`config.mk`:
```
export PLATFORM = sky130hd
export DESIGN_NAME = ctf_cordic
export DESIGN_NICKNAME = d
export VERILOG_FILES = /design/src/rtl/ctf_pkg.sv /design/src/rtl/ctf_cordic.sv
export SDC_FILE = /design/constraint.sdc
export NUM_CORES = 1
export LEC_CHECK = 0
export ABC_AREA = 0
export BUFFER_PORTS_ARGS = -buffer_cell sky130_fd_sc_hd__buf_2
export CORE_MARGIN = 1.5
export CORE_UTILIZATION = 45
export DETAILED_ROUTE_END_ITERATION = 12
export SLEW_MARGIN = 20
export SYNTH_ARGS = -nofsm -noshare
export SYNTH_HDL_FRONTEND = slang
export SYNTH_SLANG_ARGS = --single-unit
```
`constraint.sdc`:
```
create_clock -name clock -period 13 [get_ports clock]
set_clock_uncertainty 0.1 [all_clocks]
set_input_delay 1.3 -clock clock [delete_from_list [all_inputs] [get_ports clock]]
set_output_delay 1.3 -clock clock [all_outputs]
set_load 0.005 [all_outputs]
```
`src/rtl/ctf_pkg.sv`:
```
`timescale 1ns / 1ps
package ctf_pkg;

   // CORDIC configuration.
   localparam int CordicIterations = 16;
   localparam int AngleFracBits    = 16;
   localparam int TabLen           = 24;
   localparam int TabFrac          = 24;
   localparam int IterW            = $clog2(CordicIterations);
   localparam int ZW               = AngleFracBits + 9;
   localparam int CordW            = 34;
   localparam int NumShift         = 14;
   localparam int AccLimit         = 5898240;

   // Square root unit: 60-bit radicand, one root bit per cycle.
   localparam int SqrtSteps = 30;
   localparam int SqrtStepW = 5;

   // Gyro increment: (|g| * dt * 256 + 500) / 1000, one quotient bit per cycle.
   localparam int DivW    = 59;
   localparam int DivStepW = 6;
   localparam int DivRemW = 10;
   localparam logic [DivRemW:0] GyroDivisor = 11'd1000;
   localparam logic [DivW-1:0]  GyroRound   = 59'd500;
   localparam int IncrW   = 51;

   // Blend unit.
   localparam int WeightW    = 16;
   localparam int WeightStepW = 4;
   localparam int InnerW     = 52;
   localparam int InnerRegW  = 49;
   localparam int BlendSumW  = 67;
   localparam logic [WeightW-1:0] BlendWeightReset = 16'd62915;

   // atan(2^-i) in degrees, Q24.
   localparam logic [31:0] AtanTab [TabLen] = '{
      32'd754974720, 32'd445687602, 32'd235489088, 32'd119537938,
      32'd60000934,  32'd30029717,  32'd15018523,  32'd7509720,
      32'd3754917,   32'd1877466,   32'd938734,    32'd469367,
      32'd234684,    32'd117342,    32'd58671,     32'd29335,
      32'd14668,     32'd7334,      32'd3667,      32'd1833,
      32'd917,       32'd458,       32'd229,       32'd115
   };

   function automatic logic [ZW-1:0] atan_step(input logic [IterW-1:0] idx);
      logic [31:0] v;
      v = AtanTab[idx] + (32'd1 << (TabFrac - 1 - AngleFracBits));
      return ZW'(v >> (TabFrac - AngleFracBits));
   endfunction

   typedef struct packed {
      logic signed [15:0] accel_x;
      logic signed [15:0] accel_y;
      logic signed [15:0] accel_z;
      logic signed [19:0] gyro_x;
      logic signed [19:0] gyro_y;
      logic signed [19:0] gyro_z;
      logic [31:0]        tick_ms;
   } ctf_req_type;

   typedef struct packed {
      logic signed [31:0] roll_angle;
      logic signed [31:0] pitch_angle;
      logic signed [31:0] yaw_angle;
      logic signed [23:0] accel_roll;
      logic signed [23:0] accel_pitch;
   } ctf_rsp_type;

endpackage

```
`src/rtl/ctf_cordic.sv`:
```
`timescale 1ns / 1ps
module ctf_cordic (
   input  logic                           clock,
   input  logic                           reset,
   input  logic                           start,
   input  logic [ctf_pkg::SqrtSteps-1:0]  x_start,
   input  logic signed [16:0]             num,
   output logic                           done,
   output logic signed [23:0]             angle
);

   localparam int ConvW  = ctf_pkg::ZW + 8;
   localparam int ShR    = (ctf_pkg::AngleFracBits > 16) ? ctf_pkg::AngleFracBits - 16 : 0;
   localparam int ShL    = (ctf_pkg::AngleFracBits < 16) ? 16 - ctf_pkg::AngleFracBits : 0;
   localparam int RndBit = (ShR > 0) ? ShR - 1 : 0;
   localparam logic signed [ConvW-1:0] AccHi = ConvW'(ctf_pkg::AccLimit);
   localparam logic signed [ConvW-1:0] AccLo = -AccHi;

   logic signed [ctf_pkg::CordW-1:0] x_ff, x_in, y_ff, y_in, dx, dy;
   logic signed [ctf_pkg::ZW-1:0]    z_ff, z_in, t;
   logic [ctf_pkg::IterW-1:0]        i_ff, i_in;
   logic                             busy_ff, busy_in, done_ff, done_in;
   logic signed [23:0]               angle_ff, angle_in;
   logic signed [ConvW-1:0]          zc;

   always_comb begin
      dx = x_ff >>> i_ff;
      dy = y_ff >>> i_ff;
      t  = $signed(ctf_pkg::atan_step(i_ff));
      x_in = x_ff;
      y_in = y_ff;
      z_in = z_ff;
      i_in = i_ff;
      busy_in = busy_ff;
      done_in = 1'b0;
      angle_in = angle_ff;
      zc = '0;
      if (start) begin
         x_in = ctf_pkg::CordW'(x_start);
         y_in = ctf_pkg::CordW'(num) <<< ctf_pkg::NumShift;
         z_in = '0;
         i_in = '0;
         busy_in = 1'b1;
      end else if (busy_ff) begin
         // A residual of exactly zero leaves the vector alone.
         if (y_ff > 0) begin
            x_in = x_ff + dy;
            y_in = y_ff - dx;
            z_in = z_ff + t;
         end else if (y_ff < 0) begin
            x_in = x_ff - dy;
            y_in = y_ff + dx;
            z_in = z_ff - t;
         end
         i_in = i_ff + 1'b1;
         if (i_ff == ctf_pkg::IterW'(ctf_pkg::CordicIterations - 1)) begin
            busy_in = 1'b0;
            done_in = 1'b1;
            zc = ConvW'(z_in);
            if (ShR > 0) begin
               zc = (zc + $signed(ConvW'(1) << RndBit)) >>> ShR;
            end else begin
               zc = zc <<< ShL;
            end
            if (zc > AccHi) begin
               zc = AccHi;
            end else if (zc < AccLo) begin
               zc = AccLo;
            end
            angle_in = zc[23:0];
         end
      end
   end

   always_ff @(posedge clock) begin
      if (reset) begin
         busy_ff <= 1'b0;
         done_ff <= 1'b0;
      end else begin
         busy_ff <= busy_in;
         done_ff <= done_in;
      end
   end

   always_ff @(posedge clock) begin
      x_ff <= x_in;
      y_ff <= y_in;
      z_ff <= z_in;
      i_ff <= i_in;
      angle_ff <= angle_in;
   end

   assign done  = done_ff;
   assign angle = angle_ff;

endmodule

```
# Yosys cells after proc, flatten, opt, wreduce, memory -nomap -nowiden
# Memories as Yosys holds them, arrays and structs flattened.
# Index checks and enable logic that the tools add are counted.
[classes]
n_eq_ne = 1
bitwise = 3
shift = 2
reduce_logical = 8
add_sub_neg = 8
mux = 20
magnitude_cmp = 5
[op_table]
columns = ["operator", "count"]
rows = [
  ["$mux W34", 6],
  ["$mux W33", 3],
  ["$add A34 B34 Y34", 2],
  ["$sshr A34 B4 Y34", 2],
  ["$sub A34 B34 Y34", 2],
  ["$mux W32", 2],
  ["$mux W30", 2],
  ["$mux W25", 2],
  ["$gt A34 B1 Y1 const B", 1],
  ["$lt A34 B1 Y1 const B", 1],
  ["$gt A33 B24 Y1 const B", 1],
  ["$lt A33 B24 Y1 const B", 1],
  ["$add A32 B8 Y32 const B", 1],
  ["$add A25 B25 Y25", 1],
  ["$sub A25 B25 Y25", 1],
  ["$mux W24", 1],
  ["$ge A5 B6 Y1 const B", 1],
  ["$not A4 Y5", 1],
  ["$add A4 B1 Y4 const B", 1],
  ["$eq A4 B4 Y1 const B", 1],
  ["$mux W1", 4],
  ["$reduce_and A2 Y1", 2],
  ["$reduce_bool A2 Y1", 2],
  ["$reduce_and A3 Y1", 1],
  ["4 further kinds", 5],
]
[word_totals]
memories = 1
input_bits = 50
output_inout_bits = 25
wordCells = 58
ff_bits = 123
rom_bits = 1024
[mem_list]
columns = ["memory", "depth", "width", "read_ports", "rd_clocked_by_memory_dff", "wr", "line", "rtl"]
rows = [
  ["(name not given)", 32, 32, 1, 0, 0, "ctf_pkg.sv:47", "v = AtanTab[idx] + (32'd1 << (TabFrac - 1 - AngleFracBits));"],
]

# Longest topological paths before layout
# Gate-level depths: netlist (run 1).
[logic_depth]
word_depth = 13
depth_mapped = 34
mapped_depth_nobuf = 24

# Worst setup path after synthesis (run 1)
# Ideal clock, no wire load.
[synth_path]
path_type = "register to register"
from = "register i_ff[1] (netlist bit)"
to = "register angle_ff[17], in the netlist angle[17], data pin"
path_stages_with_launch = 33
n_path_buf = 11
synth_period_minus_slack_ns = 6.612
required_ns = 12.637
t_arrival_ns = 6.249
slack_ns = 6.388
cell_sequence = "dfxtp_1 -> buf_6 -> buf_12 -> buf_12 -> buf_12 -> buf_12 -> buf_6 -> buf_4 -> buf_2 -> inv_1 -> ha_1 -> or2_2 -> mux4_2 -> nand4_1 -> nor3b_1 -> inv_1 -> nor3_1 -> a211o_1 -> ha_1 -> buf_2 -> a21oi_1 -> o21ai_0 -> a2111oi_2 -> a211oi_2 -> a211oi_1 -> mux2_2 -> o221ai_1 -> a21oi_1 -> a21oi_1 -> and3_1 -> buf_2 -> buf_4 -> o21ai_0"
[synth_between]
elab_chain_len = 13
word_cells_on_any_way = 15
classes_between = "add/sub: 3; order compare: 2; mux: 7; bitwise: 1; reduce/logical: 1; memory: 1"
[synth_lines]
columns = ["element", "line", "rtl"]
rows = [
  ["start, declared", "ctf_cordic.sv:21", "logic [ctf_pkg::IterW-1:0] i_ff, i_in;"],
  ["start signal, assigned", "ctf_cordic.sv:89", "i_ff <= i_in;"],
  ["$not A4 Y5 (implied by the code) *", "ctf_pkg.sv:47", ""],
  ["$mem_v2 Z32 W32 *", "-", ""],
  ["$mux W32 (implied by the code) * (2 in series)", "ctf_pkg.sv:47", ""],
  ["$add A32 B8 Y32 *", "ctf_pkg.sv:47", ""],
  ["$sub A25 B25 Y25", "ctf_cordic.sv:53", "z_in = z_ff - t;"],
  ["$mux W25", "ctf_cordic.sv:50", "end else if (y_ff < 0) begin"],
  ["$mux W25 *", "ctf_cordic.sv:46", "if (y_ff > 0) begin"],
  ["$mux W33 *", "ctf_cordic.sv:56", "if (i_ff == ctf_pkg::IterW'(ctf_pkg::CordicIterations - 1)) begin"],
  ["$mux W33 *", "ctf_cordic.sv:44", "end else if (busy_ff) begin"],
  ["$mux W33 *", "ctf_cordic.sv:38", "if (start) begin"],
  ["$gt A33 B24 Y1 or $lt A33 B24 Y1 (tied branches)", "ctf_cordic.sv:65, ctf_cordic.sv:67", ""],
  ["$reduce_or A2 Y1 (no line)", "-", ""],
  ["end signal, assigned", "ctf_cordic.sv:90", "angle_ff <= angle_in;"],
  ["end, declared", "ctf_cordic.sv:23", "logic signed [23:0] angle_ff, angle_in;"],
]
# Mark *: on every way between the ends. The rest lies on a longest branch, timed or not. The select of a mux whose other input is x is not followed.
# A chain may end at the register's enable or synchronous reset.

# Worst setup path in the final report (run 1)
# Ends and elaborated chain as after synthesis.

==> summary.txt, run 1 <==
Power and ir drop
  – Logic pwr share: 71.6%
  – Leak: 7.21 nW
  – Sw Ratio: 49.9%
  – Pwr per Cell Area: 255 nW/um^2
  – NetSw: 2.24 mW
  – Seq pwr share: 17.2%
  – VDD IR max: 161 uV
  – Power share of the clock group: 11.2%
  – Int Pwr: 2.25 mW

Setup path
  – CP startpoint kind: flip-flop
  – Crit path max-delay cell type: buf_4
  – Crit Path Category: flip-flop to flip-flop
  – Reg2Reg Depth: 23
  – CP arrival: 7.96 ns
  – Cell chain of the critical path: buf_4 > inv_1 > ha_1 > nor2_1 > a21oi_1 > a21oi_1 > nand4_1 > nor3b_1 > inv_1 > nor3_1 > a21oi_1 > ha_1 > a21oi_1 > o21ai_0 > a2111oi_2 > a211oi_2 > a211oi_1 > mux2_2 > o221ai_1 > a21oi_1 > a21oi_1 > and3_1 > o21ai_0
  – Crit path to: angle[17]
  – CP max FO: 64
  – CP Capture Type: flip-flop
  – Crit path top cell by count: a21oi_1
  – Worst path max stage delay: 0.74 ns
  – RR Startpoint: i_ff[1]
  – CP Launch Point: i_ff[1]
  – Worst path required time: 13.08 ns
  – Reg-to-reg critical path endpoint: angle[17]
  – R2R setup slack: 5.12 ns

Clock network
  – Clock slew at reported path FFs: 0.06 ns
  – CTS max path bufs: 2
  – H-tree levels: 4
  – Num Clock Sinks: 123
  – CTS tree: yes
  – Resized cells post-CTS: 0
  – Worst skew pair latency: 0.46 ns
  – Post-CTS Setup Inserts: 0
  – Number of buffers created by CTS: 17
  – Cts hold-fix bufs: 0
  – Root buf cell: clkbuf_16

Drt
  – WL/cell: 21.6 um
  – Vias/cell: 6.34
  – Metal3 WL: 3110 um
  – Highest routed layer: met4
  – Final WL: 52,400 um
  – First-pass DRT Iterations: 10
  – WL met1: 22,200 um
  – DRT iter0 DRCs: 1,258
  – DRC: 5
  – Routed Antenna Nets: 0
  – Via count: 15,400
  – Met2 WL: 25,200 um

Timing
  – Crit share post-route: 60.6%
  – Minimum clock period: 7.88 ns
  – RSZ-0062 raised after global routing: no
  – Final Hold Violating Endpoints: 0
  – Slew Viols, Final: 0
  – Worst slew pin tran: 0.851 ns
  – Final TNS setup: 0 ns
  – Endpoints failing setup: 0
  – Slew margin rel.: 41.8%
  – F_max: 0.127 GHz

Floorplan
  – Die ar.: 37,600 um^2
  – Starting density of the core: 45.9%
  – # IOs: 75
  – Area of the core: 35,700 um^2
  – Die height: 194 um
  – FP Rows: 69
  – Chip Width: 194 um

Yosys
  – Post-synth EDFFs: 74
  – Most frequent cell after synthesis: nand2_1
  – Post-Syn Area: 16,400 um^2
  – Area leader, netlist: edfxtp_1
  – Seq/Total Area, Yosys: 19.5%
  – Yosys warnings: 0
  – Top_reg_cell synth: edfxtp_1
  – Synth area leaders: edfxtp_1, ha_1, dfxtp_1, mux4_2, mux4_1
  – Cells after Synth: 1,950
  – Async set or reset register ratio after synthesis: 0%
  – Count of different cell masters after synthesis: 96
  – Top cells by count, synth: nand2_1, nor2_1, a21oi_1, o21ai_0, ha_1
  – Yosys reg bits: 123
  – Synth top area share: 13.5%
  – Synth Area per Inst: 8.42 um^2

Place
  – Gpl congestion: 0.974
  – Placed Area: 17,000 um^2
  – HPWL Detailed: 39,800 um
  – Port Buffers: 74

Cells and area
  – Fillers: 3,511
  – Layout Cell Area excl Fill: 17,600 um^2
  – P&R area growth vs syn: 7.16%
  – Nets@finish: 2,133
  – Fraction of layout cells with a size suffix above 1: 11.9%
  – Seq. cell area: 3220 um^2
  – Inserted Diodes: 0
  – Area of the multi-input gates: 12,400 um^2

Global route
  – Largest net degree at the start of global routing: 75
  – Number of antenna violations at the first check in global routing: 0
  – Vias in the first global route: 14,900
  – Remaining global-route overflow: 0
  – Total track usage: 27.9%
  – First-pass GRT wire length: 82,900 um

Status
  – Status: finished with violations
  – Violated checks: design-rule violations

Worst hold path
  – Hold Crit Class: flip-flop to flip-flop

Run
  – Maxcap violations: 0
## power groups by stage
stage / Combinational, mW / Sequential, mW / Clock, mW
floorplan: 2.51 / 0.669 / 0
global placement: 3.13 / 0.767 / 0
detailed placement: 3.15 / 0.769 / 0
CTS: 3.18 / 0.762 / 0.516
global route: 3.56 / 0.785 / 0.532
finish: 3.21 / 0.770 / 0.505
## area by class of cell
cell class	count	share of cell area, %
clock buffers	21	2.62
repair buffers	95	3.02
multi-input cells	1640	70.3
flip-flops and latches	123	18.3
clock inverters	11	0.818
well taps	461	3.28
inverters	78	1.66
## cell usage in the layout, fill, tap and decap left out, types with 16 or more instances in the layout
cell       count
a21o_1        45
buf_2         73
o21a_1        31
inv_1         74
mux4_2        42
o211ai_1      17
dfxtp_1       44
nand3_1       33
a22o_1        16
xnor2_1       82
mux4_1        33
a211oi_1      34
nor3_1        34
xor2_1        71
nor4_1        18
o31ai_1       19
nor2_1       161
ha_1         124
nor2b_1       17
edfxtp_1      74
clkbuf_16     17
buf_4         22
mux2i_1       64
a21oi_1      159
a31oi_1       18
nand2_1      220
nand2b_1      23
o21ai_0      150
## routing by layer
layer,GRT usage [%],vias up
li1,-,7297
met1,35.0,7446
met2,48.1,560
met3,4.40,107
met4,10.8,0
met5,0,-
## worst max-delay path, delay by kind of cell, from the launching register on
kind,cells,cell delay [ns]
flops,1,0.62
fa+ha+maj,2,0.93
mux,1,0.38
compound gates,12,2.90
simple gates,5,1.48
buf+inv,3,1.13
## per-stage QoR
step           instances  hold WS (ns)  utilization (%)  setup WS, ns  power, mW
2_1_floorplan       1951         0.376                -          6.39       3.18
3_3_place_gp        2397         0.397             47.5          5.52       3.90
3_5_place_dp        2397         0.410             47.5          5.30       3.92
4_1_cts             2429         0.419             49.2          5.25       4.46
5_1_grt             2429         0.457             49.2          4.49       4.88
6_report            2429         0.416             49.2          5.12       4.49
## worst min path at each step
stage,start,to,slack (ns),cells past startpoint
6_report,z_ff[0],z_ff[0],0.42,2
2_1_floorplan,z_ff[12],z_ff[12],0.38,2
5_1_grt,z_ff[20],z_ff[20],0.46,2
4_1_cts,z_ff[0],z_ff[0],0.42,2
3_5_place_dp,z_ff[0],z_ff[0],0.41,2
3_3_place_gp,z_ff[20],z_ff[20],0.40,2
## logic make-up after synthesis
group | share of synthesized area (%)
compound gates | 24.3
simple gates | 16.7
mux | 16.0
fa+ha+maj | 10.0
other cells | 0.0457
xor+xnor | 8.16
flops | 19.5
buf+inv | 5.32
## sequential cells by signal (all words and copies together) (netlist names)
name and count:
angle 24, busy_ff 1, done 1, i_ff 4
x_ff 34, y_ff 34, z_ff 25
(Power assumes the default switching activity.)
==> run 2: changes to the inputs <==
Clock period 13 ns to 7.8 ns, I/O delays scaled along.
==> run 2 against run 1 <==
  * Register-to-register slack worse by 4.4 ns
  * Total power grew 67%
  * Critical path depth decreased by 2
  * Utilization is 0.12 points higher
  * Wire length is 1.9% higher
  * First-iteration DRC count is 5.2% lower
  * Largest cell class unchanged
  * Critical path type unchanged
  * Clock power grew 66%
  * Via count is 0.78% lower
  * Count of clock-buffer cells in the layout decreased by 1
  * Sequential share of layout area hardly changed
  * Sequential cell count unchanged
  * Combinational power is 66% higher
  * The run still ends with design-rule violations left
==> summary.txt, run 2 (same netlist as run 1, synthesis figures left out) <==
Status
  – Status: finished with violations
  – Violated checks: design-rule violations

Cells and area
  – Nets@finish: 2,139 (+0.28%)
  – Most common cell after layout, fill and taps aside: nand2_1
  – Fraction of layout cells with a size suffix above 1: 12.3% (+0.37 points)
  – Biggest registers after layout: x_ff: 34 flops, y_ff: 34 flops, z_ff: 25 flops
  – Most frequent cells in the layout: nand2_1, nor2_1, a21oi_1
  – Inserted Diodes: 0 (unchanged)
  – P&R area growth vs syn: 7.42%
  – Layout Cells excl Fill: 2,435 (+0.25%)
  – Fillers: 3,463 (-1.4%)

Timing
  – Crit share post-route: 90.3% (+30 points)
  – Endpoints failing setup: 0 (unchanged)
  – Final TNS setup: 0 ns (unchanged)
  – Slew Viols, Final: 0 (unchanged)
  – Slew margin rel.: 24.8% (-17 points)
  – F_max: 0.142 GHz (+12%)
  – RSZ-0062 raised after global routing: no
  – Worst slew pin tran: 1.12 ns (+0.264 ns)
  – Minimum clock period: 7.04 ns (-0.834 ns)
  – Final Hold Violating Endpoints: 0 (unchanged)

Setup path
  – Stages on worst setup path: 21 (-8.7%)
  – Buf+Inv Stages, Crit Path: 2 (-1)
  – Crit path max-delay cell type: and3_1
  – Crit path top cell by count: a21oi_1
  – CP Launch Point: i_ff[1]
  – Worst path max stage delay: 0.64 ns (-0.10 ns)
  – Cell chain of the critical path: inv_1 > ha_1 > nor2_1 > o31ai_1 > nand4_1 > nor3b_1 > inv_1 > nor3_1 > a21oi_1 > ha_1 > a21oi_1 > o21ai_0 > a2111oi_2 > a211oi_2 > a211oi_1 > mux2_2 > o221ai_1 > a21oi_1 > a21oi_1 > and3_1 > o21ai_0
  – CP startpoint kind: flip-flop
  – Reg2Reg Depth: 21 (-8.7%)
  – CP top delay family: compound AO/OA/AOI/OAI gates
  – CP max FO: 35 (-45%)
  – CP Capture Type: flip-flop
  – Worst path required time: 7.88 ns (-5.20 ns)
  – RR Startpoint: i_ff[1]
  – Crit Path Category: flip-flop to flip-flop
  – CP arrival: 7.12 ns (-0.84 ns)

Drt
  – Metal3 WL: 2850 um (-8.4%)
  – Highest routed layer: met4
  – Via count: 15,300 (-0.78%)
  – Met2 WL: 26,400 um (+4.8%)
  – First-pass DRT Iterations: 10 (unchanged)
  – Routed Antenna Nets: 0 (unchanged)
  – Final WL: 53,400 um (+1.9%)
  – Vias/cell: 6.28 (-1.0%)
  – WL met1: 22,400 um (+1.1%)
  – DRC: 5 (unchanged)
  – DRT iter0 DRCs: 1,192 (-5.2%)
  – WL/cell: 21.9 um (+1.7%)

Clock network
  – Clock slew at reported path FFs: 0.06 ns (about the same)
  – Number of buffers created by CTS: 17 (unchanged)
  – Worst skew pair latency: 0.46 ns (about the same)
  – Root buf cell: clkbuf_16
  – CTS max path bufs: 2 (unchanged)
  – Num Clock Sinks: 123 (unchanged)
  – Post-CTS Setup Inserts: 0 (unchanged)
  – CTS tree: yes
  – H-tree levels: 4 (unchanged)
  – Cts hold-fix bufs: 0 (unchanged)
  – Resized cells post-CTS: 0 (unchanged)

Floorplan
  – Die ar.: 37,600 um^2 (unchanged)
  – Die height: 194 um (unchanged)
  – Chip Width: 194 um (unchanged)
  – Area of the core: 35,700 um^2 (unchanged)
  – FP Rows: 69 (unchanged)
  – Starting density of the core: 45.9% (unchanged)
  – # IOs: 75 (unchanged)

Global route
  – Number of antenna violations at the first check in global routing: 0 (unchanged)
  – Total track usage: 28.2% (+0.27 points)
  – Largest net degree at the start of global routing: 76 (+1.3%)
  – Vias in the first global route: 14,900 (+0.32%)
  – First-pass GRT wire length: 83,500 um (+0.70%)
  – Remaining global-route overflow: 0 (unchanged)

Place
  – Gpl congestion: 0.983 (+0.93%)
  – Port Buffers: 74 (unchanged)
  – Placed cell count: 2,403 (+0.25%)
  – HPWL Detailed: 40,800 um (+2.7%)

Worst hold path
  – Hold Crit Class: primary input to flip-flop
  – Worst Min Path Start: reset
  – Hold depth: 2 (unchanged)

Run
  – Maxcap violations: 0 (unchanged)

Power and ir drop
  – Leak: 7.24 nW (+0.48%)
  – VDD IR max: 248 uV (+55%)
  – Pwr per Cell Area: 425 nW/um^2 (+67%)
[run 2: changes by cell type in the layout (fill, tap and decap cells not counted)]
cell and delta:
buf_4 +6, clkbuf_8 +1, clkinvlp_4 -1, bufinv_16 -1
clkbuf_1 -2, clkinv_4 +1, clkinv_2 -1, inv_6 +3
[run 2: metal layers]
layer | up-vias | track usage, %
li1 | 7302 | -
met1 | 7340 | 34.3
met2 | 536 | 50.2
met3 | 112 | 4.54
met4 | 0 | 9.92
met5 | - | 0
[run 2: cell type report]
class	count	area, um^2	area share (%)
Clock buffer	20	467	2.65
Clock inverter	12	136	0.773
Inverter	78	293	1.66
Multi-Input combinational cell	1640	12400	70.1
Sequential cell	123	3220	18.3
Tap cell	461	577	3.27
Timing Repair Buffer	101	576	3.26
[run 2: worst reg2reg max path: stages (launching register included)]
cell and delay, ns:
dfxtp_4 0.63, inv_1 0.25, ha_1 0.47, nor2_1 0.11
o31ai_1 0.46, nand4_1 0.18, nor3b_1 0.23, inv_1 0.07
nor3_1 0.20, a21oi_1 0.11, ha_1 0.47, a21oi_1 0.28
o21ai_0 0.22, a2111oi_2 0.50, a211oi_2 0.23, a211oi_1 0.38
mux2_2 0.39, o221ai_1 0.25, a21oi_1 0.14, a21oi_1 0.31
and3_1 0.64, o21ai_0 0.15
[run 2: stage by stage]
stage	hold WS (ns)	worst slack, ns	total power [mW]	util (%)	instance area [um^2]
after floorplan	0.376	1.19	5.29	-	16400
after global placement	0.403	0.908	6.53	47.7	17000
after detailed placement	0.422	0.902	6.57	47.7	17000
after CTS	0.365	0.871	7.45	49.3	17600
after global routing	0.381	0.165	8.12	49.3	17600
final	0.384	0.756	7.50	49.3	17600
[run 2: worst paths after layout]
path | to | slack, ns
min | busy_ff | 0.38
max reg2reg | angle[17] | 0.76
min reg2reg | z_ff[0] | 0.43
max | angle[17] | 0.76
[run 2: power breakdown]
part / switching, mW / internal (mW)
sequential: 0.375 / 0.948
combinational: 3.05 / 2.29
clock: 0.339 / 0.498
