## config.mk

```make
export PLATFORM = sky130hd
export DESIGN_NAME = ctf_isqrt
export DESIGN_NICKNAME = d
export VERILOG_FILES = /design/src/rtl/ctf_pkg.sv /design/src/rtl/ctf_isqrt.sv
export SDC_FILE = /design/constraint.sdc
export NUM_CORES = 1
export LEC_CHECK = 0
export ABC_AREA = 1
export BUFFER_PORTS_ARGS = -buffer_cell sky130_fd_sc_hd__buf_2
export CORE_ASPECT_RATIO = 0.7
export CORE_UTILIZATION = 55
export CTS_CLUSTER_DIAMETER = 150
export CTS_CLUSTER_SIZE = 24
export DETAILED_ROUTE_END_ITERATION = 6
export HOLD_SLACK_MARGIN = 0.12
export PLACE_DENSITY = 0.86
export SLEW_MARGIN = 10
export SYNTH_ARGS = -nofsm -noshare
export SYNTH_HDL_FRONTEND = slang
export SYNTH_SLANG_ARGS = --single-unit
```

## constraint.sdc

```tcl
create_clock -name clock -period 2.7 [get_ports clock]
set_input_delay 0.54 -clock clock [delete_from_list [all_inputs] [get_ports clock]]
set_output_delay 0.54 -clock clock [all_outputs]
set_load 0.05 [all_outputs]
```

## src/rtl/ctf_pkg.sv

```systemverilog
`timescale 1ns / 1ps
package ctf_pkg;

   // CORDIC configuration.
   localparam int CordicIterations = 16;
   localparam int AngleFracBits    = 16;
   localparam int TabLen           = 24;
   localparam int TabFrac          = 24;
   localparam int IterW            = $clog2(CordicIterations);
   localparam int ZW               = AngleFracBits + 9;
   localparam int CordW            = 34;
   localparam int NumShift         = 14;
   localparam int AccLimit         = 5898240;

   // Square root unit: 60-bit radicand, one root bit per cycle.
   localparam int SqrtSteps = 30;
   localparam int SqrtStepW = 5;

   // Gyro increment: (|g| * dt * 256 + 500) / 1000, one quotient bit per cycle.
   localparam int DivW    = 59;
   localparam int DivStepW = 6;
   localparam int DivRemW = 10;
   localparam logic [DivRemW:0] GyroDivisor = 11'd1000;
   localparam logic [DivW-1:0]  GyroRound   = 59'd500;
   localparam int IncrW   = 51;

   // Blend unit.
   localparam int WeightW    = 16;
   localparam int WeightStepW = 4;
   localparam int InnerW     = 52;
   localparam int InnerRegW  = 49;
   localparam int BlendSumW  = 67;
   localparam logic [WeightW-1:0] BlendWeightReset = 16'd62915;

   // atan(2^-i) in degrees, Q24.
   localparam logic [31:0] AtanTab [TabLen] = '{
      32'd754974720, 32'd445687602, 32'd235489088, 32'd119537938,
      32'd60000934,  32'd30029717,  32'd15018523,  32'd7509720,
      32'd3754917,   32'd1877466,   32'd938734,    32'd469367,
      32'd234684,    32'd117342,    32'd58671,     32'd29335,
      32'd14668,     32'd7334,      32'd3667,      32'd1833,
      32'd917,       32'd458,       32'd229,       32'd115
   };

   function automatic logic [ZW-1:0] atan_step(input logic [IterW-1:0] idx);
      logic [31:0] v;
      v = AtanTab[idx] + (32'd1 << (TabFrac - 1 - AngleFracBits));
      return ZW'(v >> (TabFrac - AngleFracBits));
   endfunction

   typedef struct packed {
      logic signed [15:0] accel_x;
      logic signed [15:0] accel_y;
      logic signed [15:0] accel_z;
      logic signed [19:0] gyro_x;
      logic signed [19:0] gyro_y;
      logic signed [19:0] gyro_z;
      logic [31:0]        tick_ms;
   } ctf_req_type;

   typedef struct packed {
      logic signed [31:0] roll_angle;
      logic signed [31:0] pitch_angle;
      logic signed [31:0] yaw_angle;
      logic signed [23:0] accel_roll;
      logic signed [23:0] accel_pitch;
   } ctf_rsp_type;

endpackage

```

## src/rtl/ctf_isqrt.sv

```systemverilog
`timescale 1ns / 1ps
module ctf_isqrt (
   input  logic                            clock,
   input  logic                            reset,
   input  logic                            start,
   input  logic [31:0]                     sq,
   output logic                            done,
   output logic [ctf_pkg::SqrtSteps-1:0]   root
);

   logic [59:0]                          op_ff, op_in;
   logic [33:0]                          rem_ff, rem_in;
   logic [ctf_pkg::SqrtSteps-1:0]        root_ff, root_in;
   logic [ctf_pkg::SqrtStepW-1:0]        cnt_ff, cnt_in;
   logic                                 busy_ff, busy_in;
   logic                                 done_ff, done_in;
   logic [33:0]                          cand;
   logic [33:0]                          trial;
   logic                                 fits;

   // Classic digit-by-digit root: two radicand bits enter per cycle.
   always_comb begin
      cand  = {rem_ff[31:0], op_ff[59:58]};
      trial = {2'b00, root_ff, 2'b01};
      fits  = (cand >= trial);
      op_in = op_ff;
      rem_in = rem_ff;
      root_in = root_ff;
      cnt_in = cnt_ff;
      busy_in = busy_ff;
      done_in = 1'b0;
      if (start) begin
         op_in   = {sq, 28'd0};
         rem_in  = '0;
         root_in = '0;
         cnt_in  = '0;
         busy_in = 1'b1;
      end else if (busy_ff) begin
         op_in   = {op_ff[57:0], 2'b00};
         rem_in  = fits ? (cand - trial) : cand;
         root_in = {root_ff[ctf_pkg::SqrtSteps-2:0], fits};
         cnt_in  = cnt_ff + 1'b1;
         if (cnt_ff == ctf_pkg::SqrtStepW'(ctf_pkg::SqrtSteps - 1)) begin
            busy_in = 1'b0;
            done_in = 1'b1;
         end
      end
   end

   always_ff @(posedge clock) begin
      if (reset) begin
         busy_ff <= 1'b0;
         done_ff <= 1'b0;
      end else begin
         busy_ff <= busy_in;
         done_ff <= done_in;
      end
   end

   always_ff @(posedge clock) begin
      op_ff   <= op_in;
      rem_ff  <= rem_in;
      root_ff <= root_in;
      cnt_ff  <= cnt_in;
   end

   assign done = done_ff;
   assign root = root_ff;

endmodule

```

# --- After elaboration in Yosys (flattened, before gate mapping) ---
# Index checks and enable logic that the tools add are counted.
op_classes:
  add_sub_neg: 2
  n_mul: 0
  n_div: 0
  n_lt_le_gt_ge: 1
  n_eq_ne: 1
  n_shift: 0
  mux: 7
  bitwise: 1
  n_reduce_logical: 2
op_table:
  columns: ["cell", "n"]
  rows:
  - ["$mux W60", 2]
  - ["$ge A34 B32 Y1", 1]
  - ["$mux W32", 1]
  - ["$sub A32 B32 Y32", 1]
  - ["$add A5 B1 Y5 const B", 1]
  - ["$eq A5 B5 Y1 const B", 1]
  - ["$mux W1", 4]
  - ["$reduce_or A3 Y1", 1]
  - ["$reduce_bool A2 Y1", 1]
  - ["$not A1 Y1", 1]
word_totals:
  ff_bits: 101
  latch_bits: 0
  ramBits: 0
  romBits: 0
  input_bits: 35
  out_inout_bits: 31
  word_cells: 20
  mem_count: 0

# --- Depth between registers and ports, before layout ---
# Gate-level depths: netlist (run 1).
depth:
  ltp_word: 4
  ltp_mapped: 17
  ltp_nobuf: 16

# --- Worst setup path after synthesis (run 1) ---
# No wires, ideal clock.
synth_path:
  kind: "input to register"
  start: "in start"
  end: "reg op_ff[28], enable pin"
  setup_ns: 0.409
  arrival_time_ns: 2.123
  required_time_ns: 2.291
  path_slack_ns: 0.168
  stages: 4
  n_path_buf: 2
  path_cell_list: "clkbuf_1 > nor2_1 > inv_1 > clkbuf_1"
synth_via:
  elab_chain_cells: 1
synth_rtl:
  columns: ["element", "line_no", "text"]
  rows:
  - ["from (decl)", "ctf_isqrt.sv:5", "input logic start,"]
  - ["$reduce_bool A2 Y1 (no line)", null, null]
  - ["to (signal assigned)", "ctf_isqrt.sv:61", "op_ff <= op_in;"]
  - ["to (decl)", "ctf_isqrt.sv:11", "logic [59:0] op_ff, op_in;"]
# Every way passes these cells.
# A chain may end at the register's enable or synchronous reset.

# --- Final worst setup path (run 1) ---
layout_path:
  start: "reg root_ff (netlist bit root[23])"
  end: "reg rem_ff[26]"
layout_via:
  elab_chain_cells: 2
  word_cells_on_any_way: 3
  classes_between: "add/sub (1); order compare (1); mux (1)"
layout_rtl:
  columns: ["element", "line_no", "text"]
  rows:
  - ["from (decl)", "ctf_isqrt.sv:13", "logic [ctf_pkg::SqrtSteps-1:0] root_ff, root_in;"]
  - ["from (signal assigned)", "ctf_isqrt.sv:63", "root_ff <= root_in;"]
  - ["$sub A32 B32 Y32 or $ge A34 B32 Y1 (tied branches)", "ctf_isqrt.sv:40, ctf_isqrt.sv:25", null]
  - ["$mux W32 (*)", "ctf_isqrt.sv:40", "rem_in = fits ? (cand - trial) : cand;"]
  - ["to (signal assigned)", "ctf_isqrt.sv:62", "rem_ff <= rem_in;"]
  - ["to (decl)", "ctf_isqrt.sv:12", "logic [33:0] rem_ff, rem_in;"]
# Every way passes the cells marked *; elsewhere a longest branch is shown, timed or not.

==> results of run 1 <==
[placed cells by master, fill, tap and decap left out, drive strengths merged]
cell type	netlist	layout
a21o	1	1
edfxtp	32	32
xor2	6	6
and2	1	1
dfxtp	69	69
ha	34	34
clkbuf	15	10
o21ai	5	5
o21bai	2	2
a21boi	1	1
inv	161	163
clkinvlp	0	1
nor2	55	55
nor3	3	3
a21oi	19	19
a31oi	1	1
nand3b	28	28
nand2	462	462
buf	13	79
nand3	55	55
clkinv	2	5
o22ai	30	30
nand4	7	7
o21a	2	2
xnor2	9	9
[final timing paths]
path | startpoint | slack (ps) | depth (start not counted) | endpoint
setup / recovery | root[23] | 330 | 13 | rem_ff[26]
hold / removal | reset | 360 | 2 | busy_ff
setup reg to reg | root[23] | 330 | 13 | rem_ff[26]
hold reg to reg | rem_ff[30] | 470 | 2 | rem_ff[30]
[metrics by stage]
step / util, % / instances / worst slack, ps / hold WS [ps] / total power, mW
5_1_grt: 63.2 / 1237 / 78.6 / 356 / 10.4
2_1_floorplan: - / 1013 / 168 / 427 / 6.85
6_report: 63.2 / 1237 / 333 / 356 / 9.62
3_5_place_dp: 60.8 / 1221 / 414 / 455 / 8.14
3_3_place_gp: 60.8 / 1221 / 433 / 444 / 8.06
4_1_cts: 63.2 / 1237 / 385 / 350 / 9.45
[area by class of cell]
cell class | instances | area, um^2
timing repair buffer | 79 | 468
clock buffer | 10 | 229
inverter | 163 | 612
fill | 1082 | 4330
sequential | 101 | 2340
clock inverter | 6 | 56.3
tap | 157 | 196
multi-input combinational | 721 | 3530
[power breakdown]
group	internal (mW)	total [mW]	switching (mW)
Combinational	2.13	6.45	4.32
Clock	0.644	1.26	0.615
Sequential	1.78	1.91	0.129
Total	4.55	9.62	5.07
[registers in the layout, summed over array words and instances (netlist names)]
register and cells:
op_ff 32, rem_ff 32, root 30, cnt_ff 5
busy_ff 1, done 1
[layer usage]
| metal | part of all wire (%) | routed length (um) |
|---|---|---|
| met2 | 42 | 7220 |
| met4 | 1.2 | 201 |
| met5 | 0 | 0 |
| met1 | 49 | 8380 |
| met3 | 7.0 | 1190 |
[critical path, stage by stage (launching register included)]
cell and delay, ps:
dfxtp_1 330, inv_1 70, ha_1 370, a21oi_1 270, nand2_1 120, inv_1 60
nand2_1 70, nand2_1 60, nand2_1 60, nor2_2 120, buf_4 410, nand3b_1 170
nand3_1 110, nand2_1 50
[cells by family after synthesis]
| group | Yosys count | share of synthesized area, % |
|---|---|---|
| and+or+nand+nor | 611 | 39.2 |
| DFF | 101 | 35.2 |
| AOI/OAI and AO/OA | 61 | 5.39 |
| buffers and inverters | 191 | 11.9 |
| adders and majority gates | 34 | 6.39 |
| xor gates and xnor gates | 15 | 1.97 |
==> impl_results.rst, run 1 <==
.. list-table::
   :header-rows: 1

   * - Metric
     - Value
   * - Ys Warns
     - 0
   * - Final worst-path cycle share
     - between 80% and 90%
   * - Resized Gates After CTS
     - 0
   * - Effective utilization at floorplan
     - ~57%
   * - Largest fanout on the critical path
     - 28
   * - Number of post-CTS setup repair buffers
     - 0
   * - Most numerous cell in the Yosys netlist
     - nand2_1
   * - Pre-Repair DR Iteration Count
     - 5
   * - Number of global-route vias before repair
     - a little under 6000
   * - Fin crit period
     - 2370 ps
   * - Clock transition at the registers of the reported paths
     - 70 ps
   * - Area share of the leading cell type in the synthesized netlist
     - between 20% and 30%
   * - Layout-stage area growth over the synthesis result
     - 11.7%
   * - Post-synth EDFFs
     - 32
   * - Buffers added on ports
     - 65
   * - Type of the worst min-delay path
     - input pin to flop
   * - Clk root buf
     - clkbuf_16
   * - Critical path type
     - flop to flop
   * - Die W
     - roughly 130 um
   * - Top cells by count, synth
     - nand2_1, inv_1, dfxtp_1
   * - Maximum root-to-sink buffer count
     - 2
   * - Placed Area
     - roughly 7100 um^2
   * - Total grt overflow
     - 0
   * - Initial detailed-routing violation count
     - 529
   * - Core area
     - roughly 12000 um^2
   * - Syn Inst Count
     - 1013
   * - Asr flop ratio synth
     - 0%
   * - Number of max-cap violations
     - 0
   * - Static Leakage
     - just over 4 nW
   * - Mapped cell area
     - about 6700 um^2
   * - Launching element type of the critical path
     - flop
   * - CTS H-Tree Depth
     - 3
   * - Final setup violation count
     - 0
   * - Overall die height
     - 94.1 um
   * - Final instance area
     - 7430 um^2
   * - Clock buffers created by TritonCTS
     - 9
   * - Worst-skew pair later-pin latency
     - 360 ps
   * - Critical path data required time
     - 2960 ps
   * - Hold-fix buffer count after cts
     - 0
   * - Total of flip-flops plus latches after synthesis
     - around 100
   * - Setup repair after global routing missed its margin
     - no
   * - Last weighted congestion value of the routability-driven placer
     - a little under 1
   * - Clk_skew
     - slightly below 9 ps
   * - Largest net degree at the start of global routing
     - 33
   * - Global route hottest layer
     - met2
   * - First-pass GRT wire length
     - approximately 28000 um
   * - I/O Pins
     - 66
   * - Number of antenna diodes
     - 0
   * - Count of unique library cells instantiated by Yosys
     - 37
   * - Final hold violation count
     - 0
   * - Ys flop type
     - dfxtp_1
   * - Per-instance average area after synthesis
     - ~6.6 um^2
   * - GR Util met3
     - about 5.7%
   * - Share of synthesized area occupied by flip-flops and latches
     - roughly a third
   * - Max-slew violations
     - 0
   * - Data arrival time at the worst-slack endpoint
     - 2620 ps
   * - Top post-synthesis cells by area
     - nand2_1, dfxtp_1, edfxtp_1
   * - Standard-cell rows
     - 33
   * - Residual DRC
     - 0
   * - Total track usage
     - 28.4%
   * - Peak supply drop
     - just over 0.7 mV
   * - Clock tree from TritonCTS
     - yes
   * - Worst relative slew slack
     - around three fifths
   * - Total number of vias
     - between 6000 and 7000
   * - Total power density per cell area
     - ~1300 nW/um^2
   * - Final ANT Viol Nets
     - 0
   * - Met2 Resource Use GR
     - roughly 44%
   * - Number of antenna violations at the first check in global routing
     - 0
   * - Fraction of met1 tracks used by global routing
     - around two fifths
   * - Half-perimeter wire length of the detailed placement result
     - about 13000 um
   * - Number of nets produced by synthesis
     - about 1100
   * - Die area
     - roughly 13000 um^2
   * - Max frequency
     - ~420 MHz
   * - Average wire per standard cell
     - roughly 14 um
   * - Total negative slack for setup checks
     - 0 ps
   * - Tightest Pin Transition
     - 589 ps
   * - Post-Route WL
     - between 15000 and 20000 um
   * - Final nets
     - around 1100
   * - Avg Vias per Cell
     - approximately 5.1
   * - Result of the run
     - finished, final reports clean
   * - Layout cell share with drive strength beyond 1
     - 12.0%
   * - Biggest area consumer among synthesized cells
     - nand2_1
   * - Critical path capture point type
     - flop
   * - Number of clock sinks
     - slightly above 100
Note: power is estimated with default switching activity, not from simulation.
==> run 2, diff against run 1 <==
ABC_AREA = 0   (was 1)
MAX_ROUTING_LAYER = met4   (was not set)
PLACE_DENSITY = 0.87   (was 0.86)
==> run 2 against run 1 <==
Compared with the run above: the flow now finishes with violations (negative setup slack); area after synthesis down 11%; die area down 10%; sequential share of layout area up 0.82 points; hold slack worse by 1.0 ps; total power down 20%; wire length down 11%; combinational power down 31%; cell count down 29%; core utilization up 7.3 points; non-clock buffer count up 32; critical endpoint is now rem_ff[31]; largest power group unchanged.
==> impl_results.rst, run 2 <==
.. list-table::
   :header-rows: 1

   * - Metric
     - Value
   * - CTS H-Tree Depth
     - 3 (unchanged)
   * - Pre-Repair DR Iteration Count
     - 5 (unchanged)
   * - I/O Pins
     - 66 (unchanged)
   * - Result of the run
     - complete, but fails checks
   * - Reg2reg end
     - rem_ff[31]
   * - Standard-cell rows
     - 31 (-6.1%)
   * - Die W
     - 126 um (-5.3%)
   * - Hold path cells
     - 2 (unchanged)
   * - Asr flop ratio synth
     - 0% (unchanged)
   * - Worst min-delay path endpoint
     - busy_ff
   * - Failing checks
     - negative setup slack
   * - Total grt overflow
     - 0 (unchanged)
   * - First-pass GRT wire length
     - 22200 um (-21%)
   * - Clock tree from TritonCTS
     - yes
   * - Residual DRC
     - 0 (unchanged)
   * - Worst relative slew slack
     - 66.3% (+5.6 points)
   * - Min setup slack post-route
     - -22.4 ps (-355 ps)
   * - Biggest area consumer among synthesized cells
     - dfxtp_1
   * - Final ANT Viol Nets
     - 0 (unchanged)
   * - Post-synth EDFFs
     - 32 (unchanged)
   * - Buffers added on ports
     - 65 (unchanged)
   * - Type of the worst min-delay path
     - input pin to flop
   * - Max frequency
     - 367 MHz (-13%)
   * - Final hold violation count
     - 0 (unchanged)
   * - Total negative slack for setup checks
     - -22.4 ps (-22.4 ps)
   * - Launching element type of the critical path
     - flop
   * - Post-Route WL
     - 15200 um (-11%)
   * - Final instance area
     - 7350 um^2 (-1.1%)
   * - Clk_skew
     - 12.7 ps (+3.82 ps)
   * - Clock transition at the registers of the reported paths
     - 80 ps (about the same)
   * - Multi-input gate area
     - 3600 um^2 (+1.9%)
   * - Hold-fix buffer count after cts
     - 0 (unchanged)
   * - Final setup violation count
     - 1 (+1)
   * - Critical path data required time
     - 2960 ps (about the same)
   * - Setup repair after global routing missed its margin
     - yes
   * - Maximum root-to-sink buffer count
     - 2 (unchanged)
   * - Number of nets produced by synthesis
     - 715 (-34%)
   * - Mapped cell area
     - 5960 um^2 (-11%)
   * - Fin crit period
     - 2720 ps (+355 ps)
   * - Total of flip-flops plus latches after synthesis
     - 101 (unchanged)
   * - Ys Warns
     - 0 (unchanged)
   * - Commonest non-fill, non-tap cell in the layout
     - nor2_1
   * - Total track usage
     - 25.8% (-2.6 points)
   * - Per-instance average area after synthesis
     - 9.22 um^2 (+40%)
   * - Logic depth of the worst register-to-register path
     - 11 (-2)
   * - Static Leakage
     - 3.00 nW (-27%)
   * - Overall die height
     - 89.1 um (-5.3%)
   * - Layout cell share with drive strength beyond 1
     - 33.0% (+21 points)
   * - Half-perimeter wire length of the detailed placement result
     - 9900 um (-22%)
   * - Count of unique library cells instantiated by Yosys
     - 64 (+73%)
   * - Largest net degree at the start of global routing
     - 38 (+15%)
   * - Top cells by count, synth
     - nor2_1, dfxtp_1, nand2_1
   * - Number of antenna violations at the first check in global routing
     - 0 (unchanged)
   * - Clock buffers created by TritonCTS
     - 9 (unchanged)
   * - Number of max-cap violations
     - 0 (unchanged)
   * - Worst slack at placement
     - -78.3 ps (-493 ps)
   * - Syn Inst Count
     - 646 (-36%)
   * - Critical path type
     - flop to flop
   * - Placed Area
     - 6560 um^2 (-8.3%)
   * - Area share of the leading cell type in the synthesized netlist
     - 23.2% (-2.3 points)
   * - Number of clock sinks
     - 101 (unchanged)
   * - Largest fanout on the critical path
     - 5 (-82%)
   * - Number of inserted filler cells in the final layout
     - 763 (-29%)
   * - Total power density per cell area
     - 1040 nW/um^2 (-20%)
   * - Die area
     - 11300 um^2 (-10%)
   * - Total number of vias
     - 5260 (-17%)
   * - Most numerous cell in the Yosys netlist
     - nor2_1
   * - Startpoint of the tightest hold check path
     - reset
   * - Worst-skew pair later-pin latency
     - 360 ps (about the same)
   * - Final worst-path cycle share
     - 101% (+13 points)
   * - Top post-synthesis cells by area
     - dfxtp_1, edfxtp_1, ha_1
   * - Number of antenna diodes
     - 0 (unchanged)
   * - Data arrival time at the worst-slack endpoint
     - 2980 ps (+360 ps)
   * - Max-slew violations
     - 0 (unchanged)
   * - FF/Latch Area
     - 2380 um^2 (+1.5%)
   * - Worst-case register-to-register setup slack
     - -20 ps (-360 ps)
   * - Total power draw
     - 7.65 mW (-20%)
   * - Avg Vias per Cell
     - 6.02 (+17%)
   * - Clk root buf
     - clkbuf_16
   * - Ys flop type
     - dfxtp_1
   * - Critical register-to-register path startpoint
     - root[10]
   * - Commonest cells after routing, fill and taps aside
     - nor2_1, nand2_1, buf_2
   * - Core area
     - 10400 um^2 (-11%)
   * - Tightest Pin Transition
     - 506 ps (-82.8 ps)
   * - Average wire per standard cell
     - 17.4 um (+26%)
   * - Peak supply drop
     - 0.738 mV (+3.1%)
   * - Effective utilization at floorplan
     - 57.1% (+0.50 points)
   * - Critical path capture point type
     - flop
   * - Final nets
     - 806 (-30%)
   * - Initial detailed-routing violation count
     - 604 (+14%)
   * - Layout-stage area growth over the synthesis result
     - 23.5%
   * - Share of synthesized area occupied by flip-flops and latches
     - 39.3% (+4.1 points)
   * - Number of global-route vias before repair
     - 4724 (-20%)
   * - Last weighted congestion value of the routability-driven placer
     - 0.936 (-5.6%)
## run 2: changes by cell type in the layout (fill, tap and decap cells not counted), sizes merged, moves of 8 or more
cell	previous run	this run
mux2i	0	35
a311oi	0	20
a21oi	19	40
o22ai	30	2
nor2	55	78
xnor2	9	17
nand3b	28	0
o21ai	5	27
nand3	55	6
inv	163	45
nand2	462	67
buf	79	109
mux2	0	32
## run 2: area by class of cell
| type | count | share of cell area, % |
|---|---|---|
| multi-input cells | 472 | 48.9 |
| clock buffers | 9 | 3.06 |
| inverters | 42 | 2.14 |
| well taps | 132 | 2.25 |
| clock inverters | 7 | 1.14 |
| repair buffers | 111 | 10.1 |
| flip-flops and latches | 101 | 32.3 |
## run 2: what timing repair did
item                       in CTS  in global routing
gates cloned                    0                  3
buffers inserted                2                 12
setup endpoints to repair      15                 32
resized for setup               2                 57
pin swaps                       2                 15
## run 2: worst max-delay path: stages (launching register included)
cell and delay [ps]:
dfxtp_2 350, inv_1 50, ha_1 390, nand4_1 170
a211oi_1 260, a21oi_2 140, o311ai_2 340, a2111oi_2 120
buf_4 170, o21ai_0 190, o31ai_1 140, o31ai_1 300
## run 2: per-layer routing
layer  global-route usage [%]  routed length, um  vias to the layer above
li1                         -                  -                     2490
met1                     32.4               6940                     2533
met2                     40.9               6990                      201
met3                     5.63                888                       36
met4                     10.3                344                        0
met5                        -                  0                        -
## run 2: report_power, final
part	leakage (nW)	total [mW]	internal (mW)	switching [mW]
registers	0.899	1.91	1.76	0.156
clock network	0.151	1.32	0.664	0.656
logic	1.95	4.42	2.07	2.35
## run 2: cells by family (layout without fill, tap and decap cells)
group	Yosys count	count (layout)	share of synthesized area, %
XOR/XNOR	25	25	3.68
multiplexers	67	67	12.0
buffers and inverters	73	169	5.21
AO/OA/AOI/OAI	145	145	17.2
adder cells (fa/ha/maj)	34	34	7.14
AND/OR/NAND/NOR	201	201	15.4
flip-flops	101	101	39.3
## run 2: how the worst max path moves through the flow
stage,start,endpoint,cells after the start
5_1_grt,root[10],rem_ff[31],11
2_1_floorplan,root[15],rem_ff[29],12
3_5_place_dp,root[2],rem_ff[29],10
4_1_cts,root[2],rem_ff[29],11
3_3_place_gp,root[0],rem_ff[22],10
6_report,root[10],rem_ff[31],11
## run 2: stage by stage
stage | utilization [%] | hold WS [ps] | cells
after global routing | 70.5 | 359 | 874
final | 70.5 | 355 | 874
after global placement | 62.8 | 449 | 841
after floorplan | - | 434 | 646
after detailed placement | 62.8 | 472 | 841
after CTS | 66.0 | 340 | 859
==> run 3, diff against run 2 <==
ABC_AREA = 1   (was 0)
PLACE_DENSITY = 0.86   (was 0.87)
==> run 3 against run 2 <==
Compared with the run above: the flow now finishes without violations; wire length grew 14%; critical path type unchanged; die area grew 12%; clock-buffer cell count is the same; cell area grew 1.2%; register-to-register slack gained 350 ps; non-clock buffer count shrank 32; worst setup slack gained 350 ps; largest power group unchanged; global-route usage grew 3.7 points; sequential power is essentially flat.
==> impl_results.rst, run 3 (synthesized netlist as in run 1, its figures left out) <==
.. list-table::
   :header-rows: 1

   * - Metric
     - Value
   * - Result of the run
     - finished, final reports clean
   * - Average wire per standard cell
     - 13.9 um (-20%)
   * - Number of antenna violations at the first check in global routing
     - 0 (unchanged)
   * - Half-perimeter wire length of the detailed placement result
     - 12900 um (+30%)
   * - Crit path cell chain
     - inv_1 > ha_1 > a21oi_1 > nand2_1 > inv_1 > nand2_1 > nand2_1 > nand2_1 > nor2_2 > buf_4 > nand3b_1 > nand3_1 > nand2_1
   * - Clock buffers created by TritonCTS
     - 9 (unchanged)
   * - Fin crit period
     - 2370 ps (-348 ps)
   * - Max-slew violations
     - 0 (unchanged)
   * - Die W
     - 134 um (+5.6%)
   * - Fraction of the core area covered by cells at the end of the flow
     - 63.3% (-7.2 points)
   * - First element of the critical path
     - root[23]
   * - Clk root buf
     - clkbuf_16
   * - Launching element type of the critical path
     - flop
   * - Hold path cells
     - 2 (unchanged)
   * - Total track usage
     - 29.5% (+3.7 points)
   * - Final hold violation count
     - 0 (unchanged)
   * - Final nets
     - 1144 (+42%)
   * - Die area
     - 12600 um^2 (+12%)
   * - Static Leakage
     - 4.14 nW (+38%)
   * - Clk_skew
     - 6.81 ps (-5.89 ps)
   * - Avg Vias per Cell
     - 5.20 (-14%)
   * - Final worst-path cycle share
     - 87.9% (-13 points)
   * - Overall die height
     - 94.1 um (+5.6%)
   * - CTS H-Tree Depth
     - 3 (unchanged)
   * - Standard-cell rows
     - 33 (+6.5%)
   * - Maximum root-to-sink buffer count
     - 2 (unchanged)
   * - Total number of vias
     - 6433 (+22%)
   * - Worst-skew pair later-pin latency
     - 350 ps (about the same)
   * - Critical path type
     - flop to flop
   * - Data arrival time at the worst-slack endpoint
     - 2620 ps (-360 ps)
   * - Commonest cells after routing, fill and taps aside
     - nand2_1, inv_1, dfxtp_1
   * - Setup repair after global routing missed its margin
     - no
   * - Cell seen most often among critical-path stages
     - nand2_1
   * - Tightest Pin Transition
     - 470 ps (-35.7 ps)
   * - Largest fanout on the critical path
     - 28 (+23)
   * - Number of inserted filler cells in the final layout
     - 1082 (+42%)
   * - Critical path data required time
     - 2940 ps (-20 ps)
   * - Clock tree from TritonCTS
     - yes
   * - Number of clock sinks
     - 101 (unchanged)
   * - Crit-path max cell delay
     - 390 ps (about the same)
   * - Core area
     - 11800 um^2 (+13%)
   * - Max frequency
     - 421 MHz (+15%)
   * - Logic depth of the worst register-to-register path
     - 13 (+2)
   * - Worst-case register-to-register setup slack
     - 330 ps (+350 ps)
   * - Number of global-route vias before repair
     - 5857 (+24%)
   * - Peak supply drop
     - 0.669 mV (-9.3%)
   * - Library cell contributing the largest single delay on the critical path
     - buf_4
   * - I/O Pins
     - 66 (unchanged)
   * - Number of antenna diodes
     - 0 (unchanged)
   * - Last weighted congestion value of the routability-driven placer
     - 0.983 (+5.1%)
   * - Initial detailed-routing violation count
     - 492 (-19%)
   * - Total negative slack for setup checks
     - 0 ps (+22.4 ps)
   * - Effective utilization at floorplan
     - 56.6% (-0.50 points)
   * - Reg2reg end
     - rem_ff[28]
   * - Largest net degree at the start of global routing
     - 47 (+24%)
   * - Layout cell share with drive strength beyond 1
     - 12.1% (-21 points)
   * - Clock transition at the registers of the reported paths
     - 70 ps (about the same)
   * - Residual DRC
     - 0 (unchanged)
   * - Hold-fix buffer count after cts
     - 0 (unchanged)
   * - Type of the worst min-delay path
     - input pin to flop
   * - Buffers added on ports
     - 65 (unchanged)
   * - Resized Gates After CTS
     - 0 (-2)
   * - First-pass GRT wire length
     - 28200 um (+27%)
   * - Post-Route WL
     - 17200 um (+14%)
   * - Pre-Repair DR Iteration Count
     - 6 (+1)
   * - Number of post-CTS setup repair buffers
     - 0 (-2)
   * - Layout-stage area growth over the synthesis result
     - 11.8%
   * - Commonest non-fill, non-tap cell in the layout
     - nand2_1
   * - Worst setup path endpoint
     - rem_ff[28]
   * - Total grt overflow
     - 0 (unchanged)
   * - Final ANT Viol Nets
     - 0 (unchanged)
   * - Final setup violation count
     - 0 (-1)
   * - Critical register-to-register path startpoint
     - root[23]
   * - Total power density per cell area
     - 1310 nW/um^2 (+26%)
   * - Number of max-cap violations
     - 0 (unchanged)
   * - Critical path capture point type
     - flop
   * - Worst relative slew slack
     - 68.6% (+2.3 points)
## run 3: worst min path at each step
stage | from | endpoint | slack [ps]
after global routing | reset | done | 370
after floorplan | rem_ff[30] | rem_ff[30] | 430
after global placement | rem_ff[30] | rem_ff[30] | 440
after CTS | reset | done | 370
after detailed placement | rem_ff[30] | rem_ff[30] | 440
final | reset | busy_ff | 370
## run 3: worst max-delay path, delay by kind of cell, from the launching register on
family | cells | cell delay [ps]
simple gates | 8 | 760
buf+inv | 3 | 540
compound gates | 1 | 260
fa+ha+maj | 1 | 370
flops | 1 | 340
## run 3: report_power, final
part / internal [mW] / total (mW) / switching, mW
Sequential: 1.78 / 1.91 / 0.136
Clock: 0.815 / 1.40 / 0.583
Combinational: 2.10 / 6.42 / 4.32
## run 3: area by class of cell
| type | count | area, um^2 | share of cell area (%) |
|---|---|---|---|
| clock buffers | 9 | 225 | 3.03 |
| inverters | 163 | 612 | 8.22 |
| flip-flops and latches | 101 | 2340 | 31.5 |
| repair buffers | 79 | 443 | 5.95 |
| clock inverters | 7 | 95.1 | 1.28 |
| well taps | 157 | 196 | 2.64 |
| multi-input cells | 721 | 3530 | 47.4 |
## run 3: per-layer routing
metal | global-route usage, % | vias to the layer above | wire length (um)
met4 | 6.16 | 0 | 144
met1 | 41.7 | 2924 | 8350
li1 | - | 3252 | -
met5 | - | - | 0
met3 | 5.18 | 17 | 1500
met2 | 44.1 | 240 | 7240
## run 3: through the flow
stage                     setup WS, ps  hold slack, ps  total power [mW]  instances  instance area [um^2]
after floorplan                    168             427              6.85       1013                  6660
after global placement             402             442              8.10       1221                  7120
after detailed placement           375             441              8.20       1221                  7120
after CTS                          343             372              9.63       1237                  7440
after global routing               121             373              10.6       1237                  7440
final                              326             372              9.73       1237                  7440
